### src/hdl/hswl_stamp_ram.sv
// Single-port-write, single-port-read stamp RAM with registered read data.
`default_nettype none
module hswl_stamp_ram #(
  parameter int DATA_W = 32,
  parameter int DEPTH  = 128,
  parameter int ADDR_W = $clog2(DEPTH)
) (
  input  wire logic              clk_i,
  input  wire logic              we_i,
  input  wire logic [ADDR_W-1:0] waddr_i,
  input  wire logic [DATA_W-1:0] wdata_i,
  input  wire logic              re_i,
  input  wire logic [ADDR_W-1:0] raddr_i,
  output logic      [DATA_W-1:0] rdata_o
);

  logic [DATA_W-1:0] mem [DEPTH];
  logic [DATA_W-1:0] rdata_q;

  always_ff @(posedge clk_i) begin
    if (we_i) begin
      mem[waddr_i] <= wdata_i;
    end
    if (re_i) begin
      rdata_q <= mem[raddr_i];
    end
  end

  assign rdata_o = rdata_q;

endmodule
`default_nettype wire

### config.mk
export PLATFORM = sky130hd
export DESIGN_NAME = hswl_stamp_ram
export DESIGN_NICKNAME = d
export VERILOG_FILES = /design/src/hdl/hswl_stamp_ram.sv
export SDC_FILE = /design/constraint.sdc
export NUM_CORES = 2
export LEC_CHECK = 0
export BUFFER_PORTS_ARGS = -buffer_cell sky130_fd_sc_hd__buf_2
export CAP_MARGIN = 20
export CORE_ASPECT_RATIO = 1.5
export CORE_MARGIN = 4
export CORE_UTILIZATION = 48
export CTS_BUF_LIST = sky130_fd_sc_hd__clkbuf_4
export DETAILED_ROUTE_END_ITERATION = 12
export GPL_TIMING_DRIVEN = 0
export MAX_ROUTING_LAYER = met4
export PLACE_DENSITY = 0.61
export SLEW_MARGIN = 0
export SYNTH_ARGS = -nofsm -noshare
export SYNTH_HDL_FRONTEND = slang
export SYNTH_SLANG_ARGS = --single-unit
### constraint.sdc
create_clock -name clk_i -period 8.8 [get_ports clk_i]
set_input_delay 2.64 -clock clk_i [delete_from_list [all_inputs] [get_ports clk_i]]
set_output_delay 2.64 -clock clk_i [all_outputs]
set_load 0.02 [all_outputs]
==> results by group <==
Final layout
  • Sequential cell area: 124000 µm²
  • Final net count: 7247
  • Area Overhead vs Synth: 14.91%
  • Layout cells sized above 1: 0.4219
  • Fin util: 0.5546
  • # fillers: 24020
  • Area of the multi-input gates: 32260 µm²

Floorplanning
  • Die boundary width: 474.4 µm
  • Starting Density: 0.4826
  • Die Y: 707.5 µm
  • Total die area: 335600 µm²
  • Std cell rows: 256
  • Core area: 324500 µm²
  • # IOs: 81

CTS
  • Worst-path clk slew: 0.07 ns
  • Post-CTS Resized: 0
  • Worst skew pair latency: 1.46 ns
  • Root Driver: clkbuf_4
  • Clock sinks: 4128
  • H-tree depth: 6
  • Post-CTS Hold Fix Bufs: 0
  • CTS buffer count: 904
  • Max Root-Sink Buffers: 4
  • Post-CTS Setup Inserts: 0
  • TritonCTS clock tree: built

Synth
  • Top cells by count, synth: edfxtp_1 (4128), mux4_2 (1344), clkbuf_1 (182), nor2_1 (122), buf_2 (79)
  • Most frequent cell after synthesis: edfxtp_1
  • Yosys warnings: 0
  • Register area share after synthesis: 0.7916
  • Post-synth top area cell: edfxtp_1
  • Top-area cell type share of the netlist area: 0.7916
  • Area contributors post-synth: edfxtp_1 (79%), mux4_2 (19%), clkbuf_1 (0.44%)
  • Syn Std Cell Area: 156600 µm²
  • Post-synth EDFFs: 4128
  • Syn avg cell area: 26.14 µm²
  • Net Count, Synth: 6039
  • Primary FF master, synth: edfxtp_1
  • Post-synth ARST share: 0
  • Post-Syn Instances: 5990
  • Post-synthesis register bit count: 4128
  • Yosys cell types: 16

STA
  • Final setup vio count: 0
  • Hold Fails Final Rpt: 0
  • Skew final: 0.07944 ns
  • Headroom to the max-slew limit: 0.1934
  • Hold slack: 1.257 ns
  • Final worst-path cycle share: 0.6938
  • Max Slew Vio Count: 0
  • F_max: 163.8 MHz
  • Crit path time final: 6.106 ns
  • Worst Max-Slew Pin Slew: 1.210 ns
  • RSZ-0062 raised after global routing: no

Pwr
  • Internal power: 29.92 mW
  • Net switching power: 8.719 mW
  • PwrDens: 214.7 nW/µm²
  • Clk pwr share: 0.376
  • P_leak: 55.93 nW
  • Comb pwr share: 0.061
  • Worst vdd rail ir drop: 102.0 µV
  • Share of power burned in registers: 0.563
  • Sw Share: 0.2256

Drt
  • Avg WL per Cell: 35.74 µm
  • Number of remaining DRC errors: 0
  • Drt total wl: 439.7 mm
  • DRT antenna net count: 0
  • Drt first pass iters: 7
  • Via Count: 74460
  • DR iter-0 viols: 8747
  • Via density: 6.053

Place
  • Buffers on Ports: 69
  • Routability cong.: 0.9354
  • Hpwl dp: 300.1 mm

Setup path
  • Worst setup path startpoint: raddr_i[2]
  • Startpoint Class: input port
  • CP Capture Type: flop
  • Reg2Reg Launch Point: mem[87][15]
  • CP max FO: 12
  • Crit Path Class: in -> reg
  • Worst Path Required: 9.93 ns
  • CP arrival: 7.23 ns

Min path
  • Min-delay src: mem[52][16]
  • Worst hold path type: reg -> reg

Global route
  • Largest net degree at the start of global routing: 93
  • Vias in the first global route: 77270
  • Gr usage total: 0.2723
  • Grt total ovfl: 0
  • First-pass GRT wire length: 607.0 mm
  • Antenna violations before repair: 99

Run status
  • Outcome: completed

Job
  • Max Cap Viol: 0
-- layer usage --
metal  track usage  wire (µm)
met5             -          0
met4        0.1666      25640
met3       0.05624      35650
met2        0.4487     233600
met1        0.3064     144800
-- final cells by class --
class,count,share of cell area
flip-flops and latches,4128,0.6889
clock buffers,1365,0.05695
repair buffers,302,0.02891
well taps,4257,0.02960
multi-input cells,1546,0.1793
plain buffers,316,0.007489
diodes,152,0.002114
clock inverters,235,0.006738
-- state kept, by name, summed over array words and instances, names as in the netlist --
name     flops
mem       4096
rdata_o     32
-- worst max-delay path, cell delays in order --
cell	delay, ns
clkbuf_1	0.21
buf_2	0.69
clkbuf_2	0.74
buf_1	0.72
mux4_2	0.44
mux4_2	0.59
mux4_2	0.69
mux2_2	0.35
-- power by group through the flow --
stage          logic (mW)  registers (mW)  clock network (mW)
4_1_cts              2.36            21.7                14.9
6_report             2.36            21.7                14.5
2_1_floorplan        1.05            22.2                   0
5_1_grt              2.41            21.7                15.9
3_5_place_dp         2.35            22.2                   0
3_3_place_gp         2.21            22.2                   0
-- cells by family (layout without fill, tap and decap cells) --
family | count (synthesis) | after routing | synth area share
flip-flops | 4128 | 4128 | 0.7916
multiplexers | 1376 | 1376 | 0.1956
other | 0 | 152 | 0
AND/OR/NAND/NOR | 170 | 170 | 0.004450
buffers and inverters | 316 | 2218 | 0.008373
-- final timing paths --
check | to | depth (start not counted) | slack (ns)
max | rdata_o[8] | 8 | 2.69
min | rdata_o[16] | 4 | 1.26
max reg2reg | rdata_o[15] | 4 | 5.94
min reg2reg | rdata_o[16] | 4 | 1.26
-- per-stage QoR --
stage	cells	cell area [µm²]	power, mW	setup WS (ns)	TNS [ns]
detailed placement	10530	167800	24.53	1.208	0
finish	12300	179900	38.64	2.694	0
floorplan	5990	156600	23.24	2.921	0
global route	12270	179900	40.06	2.830	0
CTS	12130	179300	38.95	2.849	0
global placement	10320	162300	24.42	-0.7600	-97.92
-- placed cells by master (no fill, tap or decap) --
| master | Yosys | final |
|---|---|---|
| nand2b_1 | 2 | 2 |
| bufinv_16 | 0 | 11 |
| buf_12 | 0 | 89 |
| clkbuf_4 | 0 | 1365 |
| nor2_1 | 122 | 3 |
| diode_2 | 0 | 152 |
| clkinv_1 | 0 | 189 |
| buf_1 | 50 | 47 |
| nor3_2 | 0 | 9 |
| clkbuf_1 | 182 | 156 |
| nand2_1 | 14 | 14 |
| buf_8 | 0 | 35 |
| clkinv_2 | 0 | 21 |
| or3_1 | 1 | 1 |
| nand3_1 | 12 | 12 |
| edfxtp_1 | 4128 | 4128 |
| buf_4 | 3 | 29 |
| clkbuf_2 | 0 | 26 |
| buf_16 | 0 | 75 |
| mux2_2 | 32 | 32 |
| clkinvlp_4 | 0 | 4 |
| mux4_2 | 1344 | 1344 |
| nor2_4 | 0 | 119 |
| inv_2 | 0 | 10 |
| nand4_1 | 3 | 3 |
| buf_6 | 2 | 42 |
| nor2b_1 | 7 | 7 |
| buf_2 | 79 | 119 |
Note: power is estimated with default switching activity, not from simulation.
