## src/hdl/hswl_pkg.sv

```systemverilog
// Shared constants, codes and types of the sliding-window limiter.
`default_nettype none
package hswl_pkg;

  localparam int NUM_SCOPES = 2;
  localparam int FIFO_DEPTH = 64;

  localparam int STAMP_W = 32;
  localparam int WIN_W   = 16;
  localparam int LIM_W   = 7;
  localparam int WAIT_W  = 16;
  localparam int SCNT_W  = 7;

  localparam int PTR_W   = $clog2(FIFO_DEPTH);
  localparam int CNT_W   = $clog2(FIFO_DEPTH + 1);
  localparam int CMP_W   = (CNT_W > SCNT_W) ? CNT_W : SCNT_W;
  localparam int SIDX_W  = (NUM_SCOPES > 1) ? $clog2(NUM_SCOPES) : 1;
  localparam int RAM_DEPTH = NUM_SCOPES * FIFO_DEPTH;
  localparam int ADDR_W  = $clog2(RAM_DEPTH);

  localparam int CFG_IDX_W  = 2;
  localparam int CFG_DATA_W = 16;

  typedef enum logic [1:0] {
    REQ_CHECK   = 2'd0,
    REQ_INSERT  = 2'd1,
    REQ_CORRECT = 2'd2,
    REQ_NOP     = 2'd3
  } req_e;

  typedef enum logic [CFG_IDX_W-1:0] {
    CFG_LIMIT0  = 2'd0,
    CFG_WINDOW0 = 2'd1,
    CFG_LIMIT1  = 2'd2,
    CFG_WINDOW1 = 2'd3
  } cfg_e;

  // result of comparing the oldest stamp against now and the window
  typedef struct packed {
    logic              evict;
    logic [WAIT_W-1:0] retry_secs;
  } age_res_t;

  function automatic logic [LIM_W-1:0] rst_limit(input int s);
    logic [LIM_W-1:0] v;
    case (s)
      0:       v = 7'd20;
      default: v = 7'd64;
    endcase
    return v;
  endfunction

  function automatic logic [WIN_W-1:0] rst_window(input int s);
    logic [WIN_W-1:0] v;
    case (s)
      0:       v = 16'd1;
      default: v = 16'd120;
    endcase
    return v;
  endfunction

endpackage
`default_nettype wire

```

## src/hdl/hswl_age_calc.sv

```systemverilog
// Age of the oldest stamp: eviction decision and saturated wait.
`default_nettype none
module hswl_age_calc (
  input  wire logic [hswl_pkg::STAMP_W-1:0] now_i,
  input  wire logic [hswl_pkg::STAMP_W-1:0] stamp_i,
  input  wire logic [hswl_pkg::WIN_W-1:0]   window_i,
  output hswl_pkg::age_res_t                res_o
);

  logic [hswl_pkg::STAMP_W:0]   age;
  logic [hswl_pkg::STAMP_W+1:0] remain;

  always_comb begin
    age = {1'b0, now_i} - {1'b0, stamp_i};
    // stamps from the future (negative age) are always kept
    res_o.evict = !age[hswl_pkg::STAMP_W] &&
                  (age[hswl_pkg::STAMP_W-1:0] > hswl_pkg::STAMP_W'(window_i));
    // window - age = window + stamp - now, signed
    remain = (hswl_pkg::STAMP_W+2)'(window_i) + {2'b00, stamp_i} - {2'b00, now_i};
    if (remain[hswl_pkg::STAMP_W+1]) begin
      res_o.retry_secs = '0;
    end else if (remain[hswl_pkg::STAMP_W:hswl_pkg::WAIT_W] != '0) begin
      res_o.retry_secs = '1;
    end else begin
      res_o.retry_secs = remain[hswl_pkg::WAIT_W-1:0];
    end
  end

endmodule
`default_nettype wire

```

## config.mk

```make
export PLATFORM = sky130hd
export DESIGN_NAME = hswl_age_calc
export DESIGN_NICKNAME = d
export VERILOG_FILES = /design/src/hdl/hswl_pkg.sv /design/src/hdl/hswl_age_calc.sv
export SDC_FILE = /design/constraint.sdc
export NUM_CORES = 1
export LEC_CHECK = 0
export ABC_AREA = 1
export ABC_CLOCK_PERIOD_IN_PS = 3200
export BUFFER_PORTS_ARGS = -buffer_cell sky130_fd_sc_hd__clkbuf_2
export CAP_MARGIN = 20
export CORE_MARGIN = 3
export CORE_UTILIZATION = 61
export DETAILED_ROUTE_END_ITERATION = 10
export PLACE_DENSITY_LB_ADDON = 0.05
export SYNTH_ARGS = -nofsm -noshare
export SYNTH_HDL_FRONTEND = slang
export SYNTH_SLANG_ARGS = --single-unit
```

## constraint.sdc

```tcl
create_clock -name vclk -period 3.2
set_input_delay 0.32 -clock vclk [all_inputs]
set_output_delay 0.32 -clock vclk [all_outputs]
set_load 0.01 [all_outputs]
```

==> results.json, run 1 <==
{
  "gp_congestion": 1.029,
  "synth_area_leader_cell": "nand2_1",
  "status": "stopped before the end",
  "cts_hold_buf": 0,
  "io_buffers": 97,
  "crit_endpoint": "res_o[1]",
  "synth.distinct_cells": 31,
  "start_util_pct": 63.50,
  "error": "[ERROR GRT-0232] Routing congestion too high. Check the congestion heatmap in the GUI.",
  "worstEpCategory": "output port",
  "synth_area_mm2": 0.006614,
  "grt_util_all_layers_pct": 75.71,
  "ys_warn_count": 0,
  "dpl.hpwl_um": 18950,
  "stop_stage": "global routing (5_1_grt)",
  "synth_top_area_share_pct": 24.91,
  "boundaryPins": 97,
  "dp_slack_ns": -0.3080,
  "synth_fp_nets": 1472,
  "synthTopCellsByArea": "nand2_1 25%, ha_1 21%, inv_1 19%, nor2_1 6.1%, fa_1 5.4%",
  "dp_cells": 1631,
  "grt_overflow_total": 166,
  "die_x_um": 110.1,
  "grt_max_degree": 17,
  "rows": 37,
  "ys_seq_area_share_pct": 0,
  "die_y_um": 110.1,
  "syn_avg_cell_area_um2": 5.241,
  "netlist_instances": 1262
}
==> metal layers <==
metal	GRT usage (%)	overflow
met2	96.06	95
met4	84.87	64
met5	16.52	0
met3	58.07	5
met1	70.80	2
==> Yosys cell counts <==
cell	count
nor3_1	10
xor2_1	13
clkinv_1	3
nand2_2	9
inv_2	3
fa_1	18
nand3_2	5
buf_2	2
nand2_1	439
or2_4	1
a31oi_1	3
inv_1	327
o21bai_1	5
o21ai_0	21
a21o_1	2
nand4_1	32
and2_4	1
nor2_1	107
and2_1	3
a21oi_1	58
nor2_2	9
nand3_1	50
a221o_1	1
xnor2_1	15
nor4_1	1
nand3b_1	4
buf_6	2
nor3_2	1
ha_1	112
a21boi_0	1
nor2_4	4
==> repair_timing <==
item | 4_1_cts
pin swaps | 14
endpoints found under the setup margin | 17
buffers inserted | 10
resized for setup | 46
==> per-stage QoR <==
stage	instance area (um2)	hold WS, ns
after floorplan	6614	0.9596
after global placement	8325	1.274
after detailed placement	8325	1.273
after CTS	8692	1.321
==> cells by family after synthesis <==
kind of cell | count (synthesis) | share of synthesized area, %
and+or+nand+nor | 676 | 42.94
buffers and inverters | 337 | 19.39
adders and majority gates | 130 | 26.64
AOI/OAI and AO/OA | 91 | 7.321
xor gates and xnor gates | 28 | 3.708
==> inputs of run 2 (changes only) <==
CORE_UTILIZATION = 40   (was 61)
PLACE_DENSITY_LB_ADDON = 0.15   (was 0.05)
==> results.json, run 2 <==
{
  "cpMostUsedCell": "nand2_1",
  "p_total_w": 0.002649,
  "required_ns": 2.88,
  "avgRoutedWirePerCell_um": 13.67,
  "irDropWorstVdd_uv": 121.1,
  "synth_area_mm2": 0.006614,
  "dpl.hpwl_um": 20200,
  "p_leak_nw": 5.986,
  "first_pass_iters": 5,
  "layout.nets": 1760,
  "hold_viol": 0,
  "boundaryPins": 97,
  "seq_cells": 0,
  "fin_cells": 1764,
  "ys_seq_area_share_pct": 0,
  "fillers": 1548,
  "critPathKind": "in -> out",
  "final_common_cell": "nand2_1",
  "wl_um": 24110,
  "antenna_found_initial": 0,
  "path_max_fanout": 8,
  "core_area_mm2": 0.01606,
  "cp-start-kind": "input port",
  "dp_cells": 1731,
  "die-area_mm2": 0.01811,
  "cp-end-kind": "output pin",
  "powerDensity_mw_per_mm2": 264.5,
  "layout_common_cells": "362 x nand2_1, 302 x inv_1, 190 x buf_4",
  "die_x_um": 134.6,
  "synth_fp_nets": 1472,
  "vias": 8256,
  "multiInputGateArea_mm2": 0.006375,
  "synthToLayoutAreaGrowth_pct": 51.40,
  "gp_congestion": 0.9702,
  "cp.arrival_ns": 3.09,
  "grt_pass1_wl_um": 37450,
  "layout_min_cycle_time_ns": 3.412,
  "cts_hold_buf": 0,
  "rows": 46,
  "grt_overflow_total": 0,
  "first_iter_violations": 478,
  "fin_util_pct": 62.36,
  "synth.distinct_cells": 31,
  "failed_checks": "negative setup slack",
  "netlist_top_cells_count": "439 x nand2_1, 327 x inv_1, 112 x ha_1, 107 x nor2_1, 58 x a21oi_1",
  "yosysMostFrequentCell": "nand2_1",
  "synth_area_leader_cell": "nand2_1",
  "antenna_cells": 0,
  "clkbuf_count": 0,
  "syn_avg_cell_area_um2": 5.241,
  "seq_area_um2": 0,
  "relSlewSlack_pct": 75.44,
  "fmax_mhz": 293.1,
  "grt_max_degree": 17,
  "fin_crit_sh_pct": 106.6,
  "ys_warn_count": 0,
  "netlist_instances": 1262,
  "setup_viol": 17,
  "rsz0062_at_grt": "yes",
  "maxCapViolCount": 0,
  "cp_cell_sequence": "buf_6 > fa_1 > inv_2 > ha_4 > nand2_4 > inv_4 > a21oi_4 > nand2_4 > buf_6 > nand2_2 > nand2_2 > nand2_2 > nand2_1 > nand2_1 > nand2_1 > nor2_1 > nand2_1 > nor2_4 > buf_6 > nand4_1 > nand2_1 > inv_1 > clkbuf_2",
  "first_global_vias": 7841,
  "slew_viol_final": 0,
  "io_buffers": 97,
  "worst_pin_slew_ns": 0.3651,
  "hp-class": "in -> out",
  "drc_errors": 0,
  "die_y_um": 134.6,
  "drive_gt1_share_pct": 33.72,
  "grt_util_all_layers_pct": 25.10,
  "vias_per_cell": 4.680,
  "postRouteAntennaNets": 0,
  "timing.critical_path.slowest_cell_delay_ns": 0.60,
  "synthTopCellsByArea": "nand2_1 25%, ha_1 21%, inv_1 19%, nor2_1 6.1%, fa_1 5.4%",
  "worst_slack_ns": -0.2124,
  "slowest_stage": "fa_1",
  "dp_slack_ns": -0.3733,
  "status": "complete, but fails checks",
  "synth_top_area_share_pct": 24.91,
  "start_util_pct": 41.19,
  "setup_tns_ns": -3.001
}
-- run 2: area by class of cell --
cell class	instances	area share (%)
Inverter	333	12.68
Multi-Input combinational cell	925	63.66
Tap cell	216	2.699
Timing Repair Buffer	289	20.89
Timing Repair inverter	1	0.06248
-- run 2: layer usage --
metal | up-vias | GRT usage [%] | wire [um]
met5 | - | 0 | 0
met3 | 12 | 0.2235 | 615
met2 | 161 | 45.08 | 11850
met1 | 3732 | 35.15 | 11400
li1 | 4351 | - | -
met4 | 0 | 2.545 | 241
-- run 2: per-stage QoR --
| step | instance area, um2 | hold slack [ns] |
|---|---|---|
| floorplan | 6614 | 0.9596 |
| global placement | 8576 | 1.282 |
| detailed placement | 8576 | 1.278 |
| CTS | 9333 | 1.322 |
| global route | 10010 | 1.407 |
| finish | 10010 | 1.335 |
-- run 2: power by group --
group	switching [W]	total, W	internal [W]
registers	0	0	0
clock network	0	0	0
logic	0.00146	0.00265	0.00119
total	0.00146	0.00265	0.00119
-- run 2: final timing paths --
kind                       from         to  slack (ns)  cells after the start
worst min-delay path  now_i[31]  res_o[16]        1.34                      6
worst max-delay path   now_i[6]  res_o[14]       -0.21                     23
-- run 2: worst max-delay path, delay by kind of cell --
kind	cells	cell delay, ns
buffers and inverters	7	0.62
AO/OA/AOI/OAI	1	0.17
adder cells (fa/ha/maj)	2	0.87
AND/OR/NAND/NOR	13	1.10
-- run 2: timing repair --
item,CTS,global route
setup endpoints to repair,17,17
gates cloned,1,2
resized for setup,130,177
pin swaps,35,102
buffers inserted,11,22
endpoints found under the hold margin,0,0
-- run 2: logic make-up after synthesis --
group | after synthesis | share of synthesized area (%)
AO/OA/AOI/OAI | 91 | 7.321
XOR/XNOR | 28 | 3.708
adder cells (fa/ha/maj) | 130 | 26.64
buffers and inverters | 337 | 19.39
AND/OR/NAND/NOR | 676 | 42.94
Power figures use the tool's default switching activity.
